--- config.mk ---
export PLATFORM = sky130hd
export DESIGN_NAME = srwagc_seq
export DESIGN_NICKNAME = d
export VERILOG_FILES = /design/src/design/srwagc_pkg.sv /design/src/design/srwagc_seq.sv
export SDC_FILE = /design/constraint.sdc
export NUM_CORES = 1
export LEC_CHECK = 0
export BUFFER_PORTS_ARGS = -buffer_cell sky130_fd_sc_hd__buf_2
export CAP_MARGIN = 0
export CORE_UTILIZATION = 40
export CTS_CLUSTER_DIAMETER = 40
export DETAILED_ROUTE_END_ITERATION = 16
export SLEW_MARGIN = 10
export SYNTH_ARGS = -nofsm -noshare
export SYNTH_HDL_FRONTEND = slang
export SYNTH_SLANG_ARGS = --single-unit
export TNS_END_PERCENT = 10
--- constraint.sdc ---
create_clock -name clk -period 3 [get_ports clk]
set_clock_uncertainty 0.1 [all_clocks]
set_input_delay 0 -clock clk [delete_from_list [all_inputs] [get_ports clk]]
set_output_delay 0 -clock clk [all_outputs]
set_load 0.005 [all_outputs]
--- src/design/srwagc_pkg.sv ---
`timescale 1ns / 1ps
// ----------------------------------------------------------------------------
// srwagc_pkg
// Types, constants, microcode ROM and arithmetic helpers for the stereo
// moving-RMS gain control unit.
// ----------------------------------------------------------------------------
package srwagc_pkg;

	localparam int ADDR_W = 4;
	localparam int DATA_W = 32;

	typedef enum logic [1:0] {
		REG_TARGET  = 2'd0,
		REG_ATTACK  = 2'd1,
		REG_RELEASE = 2'd2,
		REG_NOISE   = 2'd3
	} reg_idx_t;

	localparam logic [14:0] TARGET_RST  = 15'd16384;
	localparam logic [11:0] ATTACK_RST  = 12'd41;
	localparam logic [11:0] RELEASE_RST = 12'd4;
	localparam logic [14:0] NOISE_RST   = 15'd328;

	localparam logic [15:0] GAIN_UNITY      = 16'd4096;
	localparam logic [15:0] GAIN_LOW_LIMIT  = 16'd3686;
	localparam logic [15:0] GAIN_HIGH_LIMIT = 16'd4506;

	typedef logic [3:0] step_t;

	localparam step_t ST_SQ  = 4'd0;
	localparam step_t ST_NT  = 4'd1;
	localparam step_t ST_NW  = 4'd2;
	localparam step_t ST_TT  = 4'd3;
	localparam step_t ST_TW  = 4'd4;
	localparam step_t ST_GG  = 4'd5;
	localparam step_t ST_SL  = 4'd6;
	localparam step_t ST_SH  = 4'd7;
	localparam step_t ST_ACC = 4'd8;
	localparam step_t ST_SIG = 4'd9;
	localparam step_t ST_NLO = 4'd10;
	localparam step_t ST_NHI = 4'd11;
	localparam step_t ST_OL  = 4'd12;
	localparam step_t ST_OR  = 4'd13;
	localparam step_t ST_OUT = 4'd14;

	typedef enum logic [3:0] {
		MUL_NONE,
		MUL_LL,
		MUL_NN,
		MUL_PW,
		MUL_TT,
		MUL_GG,
		MUL_SLP,
		MUL_SHG,
		MUL_LG,
		MUL_RG
	} mul_sel_t;

	typedef enum logic [3:0] {
		ALU_NOP,
		ALU_SQ,
		ALU_SUM,
		ALU_T,
		ALU_G2,
		ALU_ACC_LD,
		ALU_ACC_ADD,
		ALU_GAIN_SIG,
		ALU_GAIN_LOW,
		ALU_GAIN_HIGH,
		ALU_LSAT,
		ALU_OUT
	} alu_op_t;

	typedef enum logic [1:0] {
		SEQ_NEXT,
		SEQ_BR_NOISE,
		SEQ_GOTO,
		SEQ_END
	} seq_op_t;

	typedef struct packed {
		mul_sel_t mul;
		alu_op_t  alu;
		seq_op_t  seq;
		step_t    target;
	} uword_t;

	typedef struct packed {
		mul_sel_t mul;
		alu_op_t  alu;
	} ctrl_t;

	typedef struct packed {
		logic noise;
		logic out_free;
	} status_t;

	// product of one step lands in the product register, used by the next
	function automatic uword_t ucode(input step_t step);
		unique case (step)
			ST_SQ:   ucode = '{mul: MUL_LL,   alu: ALU_NOP,       seq: SEQ_NEXT,     target: ST_SQ};
			ST_NT:   ucode = '{mul: MUL_NN,   alu: ALU_SQ,        seq: SEQ_NEXT,     target: ST_SQ};
			ST_NW:   ucode = '{mul: MUL_PW,   alu: ALU_SUM,       seq: SEQ_NEXT,     target: ST_SQ};
			ST_TT:   ucode = '{mul: MUL_TT,   alu: ALU_NOP,       seq: SEQ_BR_NOISE, target: ST_NLO};
			ST_TW:   ucode = '{mul: MUL_PW,   alu: ALU_NOP,       seq: SEQ_NEXT,     target: ST_SQ};
			ST_GG:   ucode = '{mul: MUL_GG,   alu: ALU_T,         seq: SEQ_NEXT,     target: ST_SQ};
			ST_SL:   ucode = '{mul: MUL_SLP,  alu: ALU_G2,        seq: SEQ_NEXT,     target: ST_SQ};
			ST_SH:   ucode = '{mul: MUL_SHG,  alu: ALU_ACC_LD,    seq: SEQ_NEXT,     target: ST_SQ};
			ST_ACC:  ucode = '{mul: MUL_NONE, alu: ALU_ACC_ADD,   seq: SEQ_NEXT,     target: ST_SQ};
			ST_SIG:  ucode = '{mul: MUL_NONE, alu: ALU_GAIN_SIG,  seq: SEQ_GOTO,     target: ST_OL};
			ST_NLO:  ucode = '{mul: MUL_NONE, alu: ALU_GAIN_LOW,  seq: SEQ_NEXT,     target: ST_SQ};
			ST_NHI:  ucode = '{mul: MUL_NONE, alu: ALU_GAIN_HIGH, seq: SEQ_NEXT,     target: ST_SQ};
			ST_OL:   ucode = '{mul: MUL_LG,   alu: ALU_NOP,       seq: SEQ_NEXT,     target: ST_SQ};
			ST_OR:   ucode = '{mul: MUL_RG,   alu: ALU_LSAT,      seq: SEQ_NEXT,     target: ST_SQ};
			// right product kept alive while the final load waits
			ST_OUT:  ucode = '{mul: MUL_RG,   alu: ALU_OUT,       seq: SEQ_END,      target: ST_SQ};
			default: ucode = '{mul: MUL_NONE, alu: ALU_NOP,       seq: SEQ_END,      target: ST_SQ};
		endcase
	endfunction

	function automatic logic [15:0] gain_add(input logic [15:0] g, input logic [11:0] d);
		logic [16:0] r;
		r = {1'b0, g} + {5'b0, d};
		gain_add = r[16] ? 16'hFFFF : r[15:0];
	endfunction

	function automatic logic [15:0] gain_sub(input logic [15:0] g, input logic [11:0] d);
		gain_sub = ({4'b0, d} > g) ? 16'd0 : g - {4'b0, d};
	endfunction

	// round half up, then clamp to 16 bits
	function automatic logic [15:0] sat_out(input logic signed [33:0] p);
		logic signed [33:0] r;
		logic signed [33:0] q;
		r = p + 34'sd2048;
		q = r >>> 12;
		if (q > 34'sd32767) begin
			sat_out = 16'h7FFF;
		end else if (q < -34'sd32768) begin
			sat_out = 16'h8000;
		end else begin
			sat_out = q[15:0];
		end
	endfunction

endpackage

--- src/design/srwagc_seq.sv ---
`timescale 1ns / 1ps
// ----------------------------------------------------------------------------
// srwagc_seq
// Microcode sequencer: step counter, control ROM and conditional jumps.
// ----------------------------------------------------------------------------
module srwagc_seq (
	input  logic                clk,
	input  logic                arst_n,
	input  logic                start,
	input  srwagc_pkg::status_t stat,
	output srwagc_pkg::ctrl_t   ctrl,
	output logic                busy
);

	logic               busy_q;
	srwagc_pkg::step_t  step_q;
	srwagc_pkg::uword_t uw;

	assign uw   = srwagc_pkg::ucode(step_q);
	assign busy = busy_q;

	// the final step holds until the output register is free
	always_comb begin
		ctrl.mul = srwagc_pkg::MUL_NONE;
		ctrl.alu = srwagc_pkg::ALU_NOP;
		if (busy_q) begin
			ctrl.mul = uw.mul;
			if (uw.seq != srwagc_pkg::SEQ_END || stat.out_free) begin
				ctrl.alu = uw.alu;
			end
		end
	end

	always_ff @(posedge clk or negedge arst_n) begin
		if (!arst_n) begin
			busy_q <= 1'b0;
			step_q <= srwagc_pkg::ST_SQ;
		end else if (!busy_q) begin
			if (start) begin
				busy_q <= 1'b1;
				step_q <= srwagc_pkg::ST_SQ;
			end
		end else begin
			unique case (uw.seq)
				srwagc_pkg::SEQ_NEXT: begin
					step_q <= step_q + 4'd1;
				end
				srwagc_pkg::SEQ_BR_NOISE: begin
					step_q <= stat.noise ? uw.target : step_q + 4'd1;
				end
				srwagc_pkg::SEQ_GOTO: begin
					step_q <= uw.target;
				end
				srwagc_pkg::SEQ_END: begin
					if (stat.out_free) begin
						busy_q <= 1'b0;
					end
				end
			endcase
		end
	end

endmodule

==> summary.md <==
The flow ran to the end, and the final reports show no timing, DRC or antenna violations. The run gives 782 uW as the overall power. The logs give 0.191 for the power share of the sequential group and 5 for the number of iterations in the first detailed-routing pass.

The final cycle utilization of the critical path was 0.879. The run gives 1 as the maximum level of the CTS H-tree. The initial standard-cell utilization of the core was 0.434. For the insertion delay of the later-clocked pin in the worst-skew pair, the log shows 0.25 ns. The Yosys step of the flow raised 0 warnings. VDD sags by at most 472 uV. Total clock buffers created by CTS: 3. Setup violations remaining at the end of the flow were counted as 0. The delay of the slowest cell on the worst path works out to 0.54 ns.

The run gives 0.189 as the sequential element share of the synthesized area. Number of flops mapped to enable cells by yosys: 0. When the netlist entered floorplanning its net count stood at 95. The tools report the aggregate global-route resource usage as 0.176.

The average instance in the mapped netlist occupies 8.49 sq um. Sorting the synthesized cells by area gives the leading types as ha_1 (23%), dfrtp_1 (19%), o21ai_0 (5.3%). The die extent in x is 42.7 um. The signal on the critical path passes through ha_1 > ha_1 > nor2b_1 > a21o_1 > inv_1 > ha_1 > o21ba_2 > o21ai_0 > o221ai_1. Detailed routing placed a total of 671 um of wire on met2. Detailed routing inserted a total of 610 vias.

Counting stages on the worst path, the most repeated cell is ha_1. At the pin with the least slew margin, the transition time is 0.485 ns. Setup repair after global routing left no endpoint under its margin. Once layout is done, the placed cells without fillers occupy 820 sq um. The final critical path time including I/O delays and setup came out at 2.64 ns. The final hold violation count is 0, and the via count of the first global-routing pass is 541. The floorplan step defined a die boundary enclosing 1820 sq um. The overall overflow remaining after global route is 0, and the power density over the cells is 954 nW/um^2. The analysis attributes to cell leakage a power of 0.000397 uW.

The synthesized netlist occupies a cell area of 662 sq um. The floorplan row count was 14. The run gives 697 um as the routed length on met1. The clock share of power was 0.101; the via density per instance was 5.35. TritonCTS built the clock tree. The proportion of netlist area held by the largest area contributor came out at 0.227.

The path class of the tightest hold or removal check is primary input to flop. 14 I/O pins were placed. The tool flagged a number of max-cap violations equal to 0. Once the clock tree was built, the resizer swapped 0 gates to a different size. Synthesis handed over a netlist of 78 instances. The count of nets left with antenna violations once routing finished came out at 0. The count of buffer and inverter cells on the critical path was 1; the pin count of the biggest net entering global routing was 14.

Number of cells on the worst reg-to-reg path: 9. The logs give 0 for the total count of max-transition violations in the final report and 0 for the number of antenna violations at the first check in global routing. The remaining routing DRC violations was 0. Cell with the most instances after synthesis: ha_1. Detailed placement finished with a half-perimeter wire length of 1080 um. The number of cells in the design after placement was 105. The worst setup path is of the flop to flop kind.

The tools report the post-layout net count as 116. The worst slew slack as a fraction of its limit was 0.673; the layout overhead on the synthesized area was 23.8%. The region available for standard cell placement spans 1520 sq um. The proportion of register bits with asynchronous set or reset after synthesis came out at 1.00. TritonCTS sink count: 5. After synthesis, the most frequently instantiated cells are ha_1 (12), o21ai_0 (7), inv_1 (6). In this run the critical register-to-register path is captured at step_q[2].

The origin of the critical flop-to-flop path is step_q[0]. Routed wire length per instance: 12.4 um. In this run the number of cells on the critical path is 9. After clock tree synthesis, the clock-pin slew on the worst setup and hold paths is 0.05 ns.

The die height works out to 42.7 um. In this design, the largest share of critical-path delay is due to compound AO/OA/AOI/OAI gates. The first-pass GRT wire length was 2440 um. The switching part of the total works out to 0.465. Highest metal layer with signal wires: met4. The filler cells instantiated in the layout total 148. The worst register-to-register path has a setup slack of 0.36 ns. The most critical setup path has its endpoint at step_q[2]. The fraction of layout cells with a size suffix above 1 is 0.235. The worst setup path is launched from a flop. The run gives 418 uW as the internal power summed over all cells. The cell with the largest stage delay on the worst path is dfrtp_1. In this run the worst setup path begins at step_q[0]. 0 antenna diodes ended up in the layout. Derived from the worst setup path, the maximum achievable clock frequency is 379 MHz. After synthesis the netlist holds a flip-flop and latch count of 5. Wire segments on met3 add up to 38 um in the final route. Largest area contributor in the synthesized netlist: ha_1. The sort of element at the end of the critical path is a flop. The combinational share of power was 0.708. Summed over all nets, the switching power comes to 364 uW. The run gives 15 as the number of DRC markers after the initial detailed-route iteration.

The final cell count without fillers came out at 114. For the number of distinct library cells after synthesis, the log shows 29. Buffers placed on the I/O ports in this run total 13. The clock passes through at most 2 buffers. The most used flip-flop cell after synthesis was dfrtp_1. In this run the worst path has a maximum fanout of 10.

Summed over all failing endpoints, the final setup total negative slack is 0 ns. The instance area after placement was 742 sq um; the arrival time of the worst setup path was 2.64 ns. Cell chosen for the clock root: clkbuf_4. Summed over all layers, the routed wires come to 1420 um. STA puts the critical path data required time at 3.00 ns. Routability-driven placement finished with a final weighted congestion of 0.776.
==> registers in the layout, summed over array words and instances (netlist names) <==
register and count:
busy 1, step_q 4
==> how the worst min path moves through the flow <==
stage | start | end | slack, ns | cells after the start
final | start | step_q[0] | 0.08 | 4
after global routing | start | step_q[0] | 0.12 | 4
after CTS | start | step_q[0] | 0.08 | 4
after detailed placement | arst_n | busy | -0.28 | 1
after global placement | arst_n | busy | -0.28 | 1
after floorplan | arst_n | busy | -0.40 | 0
==> power groups by stage <==
stage	Clock (uW)	Combinational (uW)	Sequential [uW]
2_1_floorplan	0	411	129
3_3_place_gp	0	550	148
3_5_place_dp	0	550	150
4_1_cts	78.9	557	149
5_1_grt	84.4	626	158
6_report	79.0	553	150
==> layout make-up <==
cell class,count,area (sq um),area share
multi-input cells,62,490,0.598
well taps,16,20.0,0.0244
clock buffers,3,22.5,0.0275
flip-flops and latches,5,125,0.153
repair buffers,20,130,0.159
clock inverters,1,5.00,0.00611
inverters,7,26.3,0.0321
==> cells by family after synthesis <==
group,share of synthesized area
AO/OA/AOI/OAI,0.234
AND/OR/NAND/NOR,0.204
adder cells (fa/ha/maj),0.227
buffers and inverters,0.0699
flip-flops,0.189
XOR/XNOR,0.0265
multiplexers,0.0491
==> placed cells by master (no fill, tap or decap), types with 2 or more instances in the layout <==
master / Yosys / layout
a211oi_1: 2 / 2
buf_4: 0 / 2
buf_2: 4 / 13
nand2_1: 2 / 2
o21ai_0: 7 / 7
dlygate4sd3_1: 0 / 5
o221ai_1: 2 / 2
ha_1: 12 / 12
clkbuf_4: 0 / 3
a21oi_1: 4 / 4
o21a_1: 2 / 2
a21o_1: 2 / 2
nor3b_1: 2 / 2
nor2_1: 3 / 3
nor2b_1: 5 / 5
inv_1: 6 / 6
dfrtp_1: 5 / 5
a31oi_1: 2 / 2
nand3_1: 3 / 3
nand2b_1: 2 / 2
xor2_1: 2 / 2
==> worst register-to-register path, delay by kind of cell, from the launching register on <==
| family | cells | cell delay (ns) |
|---|---|---|
| compound gates | 4 | 0.91 |
| buf+inv | 1 | 0.07 |
| fa+ha+maj | 3 | 0.63 |
| flops | 1 | 0.54 |
| simple gates | 1 | 0.25 |
==> stage by stage <==
step | hold WS [ns] | setup slack, ns | utilization
2_1_floorplan | -0.396 | 0.706 | -
3_3_place_gp | -0.281 | 0.363 | 0.487
3_5_place_dp | -0.280 | 0.375 | 0.487
4_1_cts | 0.0794 | 0.362 | 0.538
5_1_grt | 0.118 | 0.0878 | 0.538
6_report | 0.0791 | 0.362 | 0.538
==> what timing repair did <==
| item | CTS | global route |
|---|---|---|
| endpoints found under the setup margin | 0 | 0 |
| hold buffers | 5 | 0 |
| buffers inserted | 0 | 0 |
| endpoints found under the hold margin | 6 | 0 |
==> layer usage <==
metal | global-route usage | up-vias
met5 | 0 | -
met4 | 0.0750 | 0
met3 | 0.0170 | 2
met2 | 0.291 | 14
met1 | 0.230 | 274
li1 | - | 320
No activity file was read; power rests on OpenSTA's default activity.
